==> src/hw/rtl/normalized_2d_convolution_defines.svh <==
// Assertion macros for the normalized 2D convolution RTL.
`ifndef NORMALIZED_2D_CONVOLUTION_DEFINES_SVH
`define NORMALIZED_2D_CONVOLUTION_DEFINES_SVH

// Check a condition at every rising clock edge outside reset.
`define NCV_ASSERT(lbl, cond, msg) \
	lbl: assert property (@(posedge clk) disable iff (!arst_n) (cond)) else $error(msg);

// Check that a trigger implies a consequence in the next clock cycle.
`define NCV_ASSERT_NEXT(lbl, trig, cons, msg) \
	lbl: assert property (@(posedge clk) disable iff (!arst_n) (trig) |=> (cons)) \
		else $error(msg);

`endif

==> src/hw/rtl/ncv_pkg.sv <==
// Types and constants of the normalized 2D convolution block.
package ncv_pkg;

	localparam int CFG_W      = 13;
	localparam int RESULT_W   = 40;
	localparam int ROW_W      = 12;
	localparam int HEIGHT_W   = 13;
	localparam int IMG_H_MAX  = 4096;

	localparam logic [1:0] CFG_IMAGE_WIDTH   = 2'd0;
	localparam logic [1:0] CFG_IMAGE_HEIGHT  = 2'd1;
	localparam logic [1:0] CFG_FILTER_WIDTH  = 2'd2;
	localparam logic [1:0] CFG_FILTER_HEIGHT = 2'd3;

	localparam logic        CMD_COEF  = 1'b0;
	localparam logic        CMD_PIXEL = 1'b1;

	typedef enum logic [2:0] {
		ST_IDLE,
		ST_MAC,
		ST_DRAIN,
		ST_DIV,
		ST_OUT
	} state_t;

	typedef struct packed {
		logic clear;
		logic en;
	} mac_ctrl_t;

endpackage

==> src/hw/rtl/ncv_mac.sv <==
// Shared multiply-accumulate unit: one product per cycle, registered, then summed.
module ncv_mac import ncv_pkg::*; #(
	parameter int SB    = 16,
	parameter int ACC_W = 37
) (
	input  logic                    clk,
	input  logic                    arst_n,
	input  mac_ctrl_t               ctrl,
	input  logic signed [SB-1:0]    a,
	input  logic signed [SB-1:0]    b,
	output logic signed [ACC_W-1:0] acc,
	output logic                    busy
);

	logic signed [2*SB-1:0]  prod_s2;
	logic                    val_s2;
	logic signed [ACC_W-1:0] acc_q;

	always_ff @(posedge clk or negedge arst_n) begin
		if (!arst_n) begin
			val_s2 <= 1'b0;
		end else begin
			val_s2 <= ctrl.en;
		end
	end

	always_ff @(posedge clk) begin
		if (ctrl.en) begin
			prod_s2 <= a * b;
		end
		if (ctrl.clear) begin
			acc_q <= '0;
		end else if (val_s2) begin
			acc_q <= acc_q + ACC_W'(prod_s2);
		end
	end

	assign acc  = acc_q;
	assign busy = val_s2;

endmodule

==> config.mk <==
export PLATFORM = sky130hd
export DESIGN_NAME = ncv_mac
export DESIGN_NICKNAME = d
export VERILOG_FILES = /design/src/hw/rtl/normalized_2d_convolution_defines.svh /design/src/hw/rtl/ncv_pkg.sv /design/src/hw/rtl/ncv_mac.sv
export SDC_FILE = /design/constraint.sdc
export NUM_CORES = 1
export LEC_CHECK = 0
export BUFFER_PORTS_ARGS = -buffer_cell sky130_fd_sc_hd__buf_2
export CORE_AREA = 4 4 164 166
export CTS_CLUSTER_SIZE = 10
export DETAILED_ROUTE_END_ITERATION = 10
export DIE_AREA = 0 0 168 170
export PLACE_DENSITY = 0.77
export SLEW_MARGIN = 25
export SYNTH_ARGS = -nofsm -noshare
export SYNTH_HDL_FRONTEND = slang
export SYNTH_SLANG_ARGS = --single-unit
==> constraint.sdc <==
create_clock -name clk -period 3.2 [get_ports clk]
set_clock_uncertainty 0.15 [all_clocks]
set_input_delay 0 -clock clk [delete_from_list [all_inputs] [get_ports clk]]
set_output_delay 0 -clock clk [all_outputs]
set_load 0.01 [all_outputs]
==> impl_metrics.json <==
{
  "antenna_found_initial": 0,
  "drc": 0,
  "cts-buffers-inserted": 9,
  "track_usage_pct": 23.4,
  "clk_pin_slew_ns": 0.05,
  "placement.cell_area_um2": 16000,
  "yosys_warnings": 0,
  "fin_area_um2": 17200,
  "place_inst": 1978,
  "maxSlewViolCount": 0,
  "layout-drive-gt1-share_pct": 26.4,
  "stdcell_count": 2020,
  "syn_inst": 1453,
  "cp-startpoint": "b[11]",
  "gp_congestion": 0.896,
  "r2r_slack_ns": 0.14,
  "outcome": "complete, but fails checks",
  "setup_viol": 25,
  "r2r-end": "acc[33]$_SDFFE_PP0P_",
  "cap_violations": 0,
  "grt_pass1_wl_um": 55100,
  "yosys.area.top_type": "fa_1",
  "whs_endpoint": "busy$_DFF_PN0_",
  "core_um2": 25600,
  "fin_crit_sh_pct": 165,
  "syn_nets": 1870,
  "row_count": 59,
  "n_antenna_cell": 0,
  "ant_nets": 0,
  "violations": "setup timing",
  "final_core_util_pct": 67.2,
  "drtIter0Drc": 703,
  "wire_per_inst_um": 16.4,
  "ctsRootBufferMaster": "clkbuf_16",
  "hpwl_um": 27500,
  "cts_tree": "built",
  "grt-ovfl-total": 0,
  "synth_top_area_share_pct": 38.2,
  "die_h_um": 170,
  "required_ns": 3.13,
  "synth_seq_cells": 70,
  "slew-limit-headroom_pct": 51.8,
  "hp-start": "ctrl[0]",
  "synth_edf_count": 32,
  "viasPerCell": 5.30,
  "final_nets": 2097,
  "avgSynthCellArea_um2": 9.49,
  "cts.sinks": 70,
  "ioPinCount": 74,
  "syn_area_um2": 13800,
  "clk_latency_ns": 0.33,
  "cts_max_level": 3,
  "reg2reg_from": "prod_s2[14]$_DFFE_PP_",
  "synth-seq-area-share_pct": 12.5,
  "startpoint_type": "primary input",
  "ys_types": 62,
  "worstRegToRegCells": 9,
  "cp_max_fo": 7,
  "die_w_um": 168,
  "port-buffer-count": 73,
  "worstMarginPinSlew_ns": 0.722,
  "hold_violations": 0,
  "crit_path_end_kind": "flop",
  "initial_core_util_pct": 53.8,
  "hold_depth": 1,
  "synthArstFlopShare_pct": 1.43,
  "final.setup.tns_ns": -38.77,
  "fin_crit_ns": 5.29,
  "yosysMostFrequentCell": "inv_1",
  "cts_buffer_depth": 2,
  "die-area_um2": 28600,
  "wl_um": 33200,
  "syn2layout_area_growth_pct": 24.8,
  "critPathKind": "primary input to flop",
  "cp.arrival_ns": 5.22,
  "vias": 10704,
  "hp-class": "primary input to flop",
  "synth.area.top_cells": "fa_1 (38%), ha_1 (11%), inv_1 (8.0%)",
  "synthTopCellsByCount": "inv_1 (293), fa_1 (263), nand2_1 (133), and2_1 (128), ha_1 (118)",
  "firstDrtPassIters": 4,
  "rsz0062_at_grt": "true",
  "fin_ws_ns": -2.09,
  "ys.flop_type": "dfxtp_1",
  "grt_max_degree": 41,
  "fmax_ghz": 0.189,
  "grt_pass1_vias": 11420
}
state kept, by name, summed over array words and instances (netlist names):
signal	cells
busy	1
prod_s2	32
acc	37
placed cells by master (no fill, tap or decap), drive strengths merged, types with 3 or more instances in the layout:
master / count
a2111oi: 3
a211oi: 9
a21o: 25
a21oi: 58
a22o: 5
a31oi: 11
and2: 128
and3: 5
and4: 3
buf: 259
clkbuf: 12
dfxtp: 37
edfxtp: 32
fa: 263
ha: 118
inv: 293
mux2i: 24
nand2: 133
nand2b: 13
nand3: 12
nand4: 3
nor2: 63
nor2b: 8
nor3: 4
nor3b: 3
nor4: 4
o211ai: 10
o21a: 4
o21ai: 26
o21bai: 9
o311ai: 3
o31ai: 3
or3: 4
xnor2: 50
xor2: 17
kinds of logic after synthesis:
logic type / count (synthesis) / share of synthesized area, %
and+or+nand+nor: 390 / 14.2
adders and majority gates: 381 / 48.9
buffers and inverters: 338 / 9.24
AOI/OAI and AO/OA: 183 / 9.13
DFF: 70 / 12.5
xor gates and xnor gates: 67 / 4.26
muxes: 24 / 1.74
repair_timing:
item	in CTS	in global routing
gates resized for setup	128	83
hold endpoints to repair	1	0
pin swaps	77	72
gates cloned	0	0
setup buffers	17	14
setup endpoints to repair	26	30
hold buffers	2	0
worst max-delay path, cell delays in order:
cell	delay, ns
buf_2	0.15
buf_6	0.15
and2_4	0.14
fa_1	0.51
inv_1	0.06
fa_1	0.50
inv_1	0.05
fa_1	0.47
fa_1	0.52
fa_1	0.54
inv_1	0.05
fa_1	0.52
inv_2	0.06
ha_4	0.16
a21o_1	0.19
a21oi_2	0.13
nor2b_1	0.06
a211oi_2	0.18
buf_4	0.16
o211ai_1	0.13
a31o_2	0.26
a21oi_2	0.14
xnor2_1	0.09
metrics by stage:
step	setup slack [ns]	hold slack [ns]
after floorplan	-2.17	-0.446
after global placement	-2.38	-0.373
after detailed placement	-2.52	-0.373
after CTS	-2.03	0.00430
after global routing	-2.28	0.0512
final	-2.09	0.00948
cell type report:
class / instances / area [um^2]
multi-input combinational: 1045 / 11500
fill: 1878 / 8410
timing repair buffer: 261 / 2180
sequential: 70 / 1730
inverter: 293 / 1100
tap: 335 / 419
clock buffer: 12 / 246
clock inverter: 4 / 47.5
per-layer routing:
metal	share of wire, %	track usage, %	up-vias
met3	5.7	3.86	56
met4	2.0	5.65	0
met1	43	31.2	5315
met5	0	0	-
li1	-	-	5019
met2	49	40.2	314
how the worst max path moves through the flow:
stage	to	cells past startpoint
after floorplan	prod_s2[23]$_DFFE_PP_	22
after global placement	prod_s2[30]$_DFFE_PP_	21
final	prod_s2[31]$_DFFE_PP_	23
after CTS	prod_s2[30]$_DFFE_PP_	22
after global routing	prod_s2[31]$_DFFE_PP_	23
after detailed placement	prod_s2[30]$_DFFE_PP_	21
Power is not shown: default switching activity piles up to over one toggle a cycle in this logic, so the estimate is an artifact.
