<file path="src/hw/rtl/normalized_2d_convolution_defines.svh">
// Assertion macros for the normalized 2D convolution RTL.
`ifndef NORMALIZED_2D_CONVOLUTION_DEFINES_SVH
`define NORMALIZED_2D_CONVOLUTION_DEFINES_SVH

// Check a condition at every rising clock edge outside reset.
`define NCV_ASSERT(lbl, cond, msg) \
	lbl: assert property (@(posedge clk) disable iff (!arst_n) (cond)) else $error(msg);

// Check that a trigger implies a consequence in the next clock cycle.
`define NCV_ASSERT_NEXT(lbl, trig, cons, msg) \
	lbl: assert property (@(posedge clk) disable iff (!arst_n) (trig) |=> (cons)) \
		else $error(msg);

`endif

</file>
<file path="src/hw/rtl/ncv_pkg.sv">
// Types and constants of the normalized 2D convolution block.
package ncv_pkg;

	localparam int CFG_W      = 13;
	localparam int RESULT_W   = 40;
	localparam int ROW_W      = 12;
	localparam int HEIGHT_W   = 13;
	localparam int IMG_H_MAX  = 4096;

	localparam logic [1:0] CFG_IMAGE_WIDTH   = 2'd0;
	localparam logic [1:0] CFG_IMAGE_HEIGHT  = 2'd1;
	localparam logic [1:0] CFG_FILTER_WIDTH  = 2'd2;
	localparam logic [1:0] CFG_FILTER_HEIGHT = 2'd3;

	localparam logic        CMD_COEF  = 1'b0;
	localparam logic        CMD_PIXEL = 1'b1;

	typedef enum logic [2:0] {
		ST_IDLE,
		ST_MAC,
		ST_DRAIN,
		ST_DIV,
		ST_OUT
	} state_t;

	typedef struct packed {
		logic clear;
		logic en;
	} mac_ctrl_t;

endpackage

</file>
<file path="src/hw/rtl/ncv_div.sv">
// Restoring divider on magnitudes, one quotient bit per cycle.
module ncv_div import ncv_pkg::*; #(
	parameter int ACC_W = 37,
	parameter int WS_W  = 21
) (
	input  logic             clk,
	input  logic             arst_n,
	input  logic             start,
	input  logic [ACC_W-1:0] dividend,
	input  logic [WS_W-1:0]  divisor,
	output logic             done,
	output logic [ACC_W-1:0] quotient
);

	localparam int CNT_W = $clog2(ACC_W + 1);

	logic [ACC_W-1:0] quo_q;
	logic [WS_W-1:0]  rem_q;
	logic [WS_W-1:0]  div_q;
	logic [CNT_W-1:0] cnt_q;
	logic             busy_q;
	logic             done_q;
	logic [WS_W:0]    trial;
	logic             take;

	always_comb begin
		trial = {rem_q, quo_q[ACC_W-1]};
		take  = trial >= {1'b0, div_q};
	end

	always_ff @(posedge clk or negedge arst_n) begin
		if (!arst_n) begin
			busy_q <= 1'b0;
			done_q <= 1'b0;
			cnt_q  <= '0;
		end else begin
			done_q <= 1'b0;
			if (start) begin
				busy_q <= 1'b1;
				cnt_q  <= CNT_W'(ACC_W);
			end else if (busy_q) begin
				cnt_q <= cnt_q - 1'b1;
				if (cnt_q == CNT_W'(1)) begin
					busy_q <= 1'b0;
					done_q <= 1'b1;
				end
			end
		end
	end

	always_ff @(posedge clk) begin
		if (start) begin
			quo_q <= dividend;
			rem_q <= '0;
			div_q <= divisor;
		end else if (busy_q) begin
			// shift in the next dividend bit, subtract when it fits
			rem_q <= take ? WS_W'(trial - {1'b0, div_q}) : WS_W'(trial);
			quo_q <= {quo_q[ACC_W-2:0], take};
		end
	end

	assign done     = done_q;
	assign quotient = quo_q;

endmodule

</file>
<file path="config.mk">
export PLATFORM = sky130hd
export DESIGN_NAME = ncv_div
export DESIGN_NICKNAME = d
export VERILOG_FILES = /design/src/hw/rtl/normalized_2d_convolution_defines.svh /design/src/hw/rtl/ncv_pkg.sv /design/src/hw/rtl/ncv_div.sv
export SDC_FILE = /design/constraint.sdc
export NUM_CORES = 1
export LEC_CHECK = 0
export ABC_CLOCK_PERIOD_IN_PS = 3350
export BUFFER_PORTS_ARGS = -buffer_cell sky130_fd_sc_hd__buf_2
export CELL_PAD_IN_SITES_DETAIL_PLACEMENT = 1
export CELL_PAD_IN_SITES_GLOBAL_PLACEMENT = 1
export CORE_MARGIN = 2
export CORE_UTILIZATION = 43
export CTS_BUF_LIST = sky130_fd_sc_hd__clkbuf_16
export CTS_CLUSTER_DIAMETER = 60
export DETAILED_ROUTE_END_ITERATION = 8
export PLACE_DENSITY = 0.91
export SYNTH_ARGS = -nofsm -noshare
export SYNTH_HDL_FRONTEND = slang
export SYNTH_SLANG_ARGS = --single-unit
</file>
<file path="constraint.sdc">
create_clock -name clk -period 3.35 [get_ports clk]
set_input_delay 0.335 -clock clk [delete_from_list [all_inputs] [get_ports clk]]
set_output_delay 0.335 -clock clk [all_outputs]
set_load 0.02 [all_outputs]
</file>
==> results.md <==
- Starting DRC count in detailed routing: roughly 100
- Sw power: 0.7355 mW
- Slowest CP cell: edfxtp_1
- Cell Rows: 37
- Fin Setup TNS: 0 ns
- Seq pwr share: between 40 and 50%
- Hold path depth: 1
- Register area share after synthesis: 50.96%
- Worst R2R Start: quotient[36]$_DFFE_PP_
- Gate power share: 15.3%
- Total routed wirelength: around 12 mm
- Initial antenna violation count: 0
- FMAX: 330.3 MHz
- Synth Cell Area: approximately 4600 sq um
- Reg-to-reg endpoint: rem_q[17]$_SDFFE_PP0P_
- Crit Path Class: flip-flop to flip-flop
- Synthesis-to-finish area growth: 19.49%
- Most used DFF post-synth: edfxtp_1
- CTS clock-pin slew for the worst setup and hold paths: 0.07 ns
- R2r setup slk: around 0.32 ns
- Die Width: 107.8 um
- Clk pwr share: roughly 36%
- Crit path top cell by count: inv_1
- Sw Share: 27.67%
- P_leak: around 2.5 nW
- Starting Density: 44.50%
- Cell-internal power: about 1.9 mW
- Area of the multi-input gates: ~2100 sq um
- Fill count: roughly 1.2k
- Max-slew headroom: between 50% and 60%
- CP Launch Type: flip-flop
- Routed Antenna Nets: 0
- Endpoints failing hold: 0
- Crit Path Max Fanout: 24
- Pin count of the biggest net entering global routing: 57
- Cell variety after synth: 49
- Fin nets: 600
- GRT met1 Usage: 23.97%
- Critical Path AT: approximately 3.2 ns
- TritonCTS clock tree: done
- Post-Syn Nets: approximately 500
- Layout cells sized above 1: 30.96%
- HP Class: input port to flip-flop
- Synth Instances: around 420
- Critical Path RT: 3.55 ns
- RSZ-0062 raised after global routing: false
- First-pass GRT wire length: between 15 and 20 mm
- IO Port Bufs: slightly below 100
- Clock buffer depth: 2
- Clock buffer count from CTS: 9
- Post-synth EDFFs: 58
- Core ar.: 10420 sq um
- Die Footprint: ~12000 sq um
- Worst-skew pair later-pin latency: 0.35 ns
- CTS resizes: 0
- Max incr delay on CP: ~0.42 ns
- Setup-failing EPs final: 0
- Worst Hold End: div_q[3]$_DFFE_PP_
- Synth Warn #: 0
- Asr flop ratio synth: a little under a tenth
- DR vias: between 3k and 4k
- Post-layout min period: 3.028 ns
- Pre-Repair DR Iteration Count: 4
- Total Routing Usage GR: 21.37%
- Vias in the first global route: 3928
- H-tree Lvls: 3
- Period utilization: around nine tenths
- # IOs: 99
- Final Util: a little over half
- Crit path cell chain: inv_1 -> ha_1 -> inv_1 -> fa_1 -> a211oi_1 -> o21ai_0 -> nand3_1 -> nand2_1 -> o21ai_4 -> buf_4 -> nor2b_1 -> mux2i_1 -> a311oi_1
- Post-DP HPWL: ~8.4 mm
- Gpl congestion: 0.7858
- Peak VDD IR: between 300 and 400 uV
- Slew @ Worst Pin: ~0.66 ns
- FF+latch count, synth: between 80 and 90
- Busiest grt layer: met2
- Register area: 2362 sq um
- Crit. End Element: flip-flop
- # diodes: 0
- Max-slew violations: 0
- Grt total ovfl: 0
- Mean Syn Cell Area: between 10 and 15 sq um
- Clock Skew: around 0.014 ns
- Via density: ~5.5
- Wire length per cell: around 18 um
- GR Util met2: ~37%
- # clock sinks: between 80 and 90
- Met3 Use GR: 8.354%
- DRC errors left: 0
- Die H: approximately 110 um
- Hold Crit Start: divisor[3]
- Status: finished clean
- Root Driver: clkbuf_16
- Depth of the worst register-to-register path: 13
- Pwr/cell area: roughly 480 nW/um^2
- Max-cap violation count: 0
==> cell usage after synthesis, drive strengths merged (7+ instances only) <==
cell type | instances | area (sq um)
o21ai | 18 | 101.4
nand2 | 18 | 67.56
a21o | 9 | 67.56
mux2 | 37 | 416.7
xnor2 | 14 | 122.6
dfrtp | 8 | 200.2
mux2i | 8 | 80.08
edfxtp | 58 | 1742
a21oi | 23 | 115.1
buf | 7 | 45.04
nor2 | 52 | 195.2
a211oi | 20 | 150.1
dfxtp | 21 | 420.4
inv | 28 | 105.1
clkbuf | 11 | 41.29
ha | 23 | 287.8
nor3 | 7 | 35.03
==> placed cells by master, fill, tap and decap left out, types with 18 or more instances in the layout <==
cell type and n:
buf_2 97, edfxtp_1 58, nor2_1 52, mux2_2 37, inv_1 28, a21oi_1 23, ha_1 23, dfxtp_1 21
a211oi_1 20, nand2_1 18
==> sequential cells by signal, indices dropped and copies added (netlist names) <==
signal    count
quotient     37
div_q        21
rem_q        21
cnt_q         6
busy_q        1
done          1
==> worst max-delay path by stage <==
stage,startpoint,end,depth (start not counted)
final,quotient[36]$_DFFE_PP_,rem_q[17]$_SDFFE_PP0P_,13
after floorplan,quotient[36]$_DFFE_PP_,rem_q[2]$_SDFFE_PP0P_,12
after global routing,quotient[36]$_DFFE_PP_,rem_q[11]$_SDFFE_PP0P_,13
after global placement,quotient[36]$_DFFE_PP_,rem_q[11]$_SDFFE_PP0P_,13
after CTS,quotient[36]$_DFFE_PP_,rem_q[11]$_SDFFE_PP0P_,13
after detailed placement,quotient[36]$_DFFE_PP_,rem_q[11]$_SDFFE_PP0P_,13
==> critical path, delay by kind of cell, from the launching register on <==
family,cells,cell delay [ns]
flops,1,0.42
simple gates,3,0.35
compound gates,4,0.90
mux,1,0.17
buf+inv,3,0.45
fa+ha+maj,2,0.58
==> per-stage QoR <==
step / cells / setup slack [ns] / hold WS, ns / cell area [sq um] / power [mW]
2_1_floorplan: 418 / 0.5541 / 0.03941 / 4636 / 1.559
3_3_place_gp: 639 / 0.5288 / 0.1891 / 5250 / 1.693
3_5_place_dp: 639 / 0.3611 / 0.1878 / 5250 / 1.714
4_1_cts: 656 / 0.3159 / 0.1449 / 5539 / 2.687
5_1_grt: 656 / 0.02519 / 0.1431 / 5539 / 2.771
6_report: 656 / 0.3223 / 0.1588 / 5539 / 2.658
==> kinds of logic after synthesis <==
| family | synth area share (%) |
|---|---|
| flip-flops | 50.96 |
| buffers and inverters | 4.129 |
| adder cells (fa/ha/maj) | 6.640 |
| AND/OR/NAND/NOR | 9.906 |
| AO/OA/AOI/OAI | 14.25 |
| multiplexers | 10.72 |
| XOR/XNOR | 3.401 |
==> repair_timing <==
item,in CTS,in global routing
hold buffers,1,0
buffers inserted,0,0
endpoints found under the hold margin,8,0
==> layout make-up <==
type | count | share of cell area, %
sequential | 87 | 42.65
multi-input combinational | 285 | 37.59
timing repair buffer | 104 | 9.758
clock buffer | 9 | 4.066
tap | 136 | 3.072
inverter | 28 | 1.897
clock inverter | 7 | 0.9713
==> power by group through the flow <==
stage | clock (mW) | sequential, mW | combinational, mW
6_report | 0.964 | 1.29 | 0.407
5_1_grt | 1.03 | 1.30 | 0.448
4_1_cts | 0.989 | 1.29 | 0.411
3_5_place_dp | 0 | 1.31 | 0.406
3_3_place_gp | 0 | 1.30 | 0.389
2_1_floorplan | 0 | 1.36 | 0.200
==> metal layers <==
metal  wire, um  vias to the layer above  part of all wire [%]
met4        174                        0                   1.5
met1       4811                     1746                    42
met3        851                       11                   7.4
met2       5731                       97                    50
met5          0                        -                     0
li1           -                     1724                     -
Power figures use the tool's default switching activity.
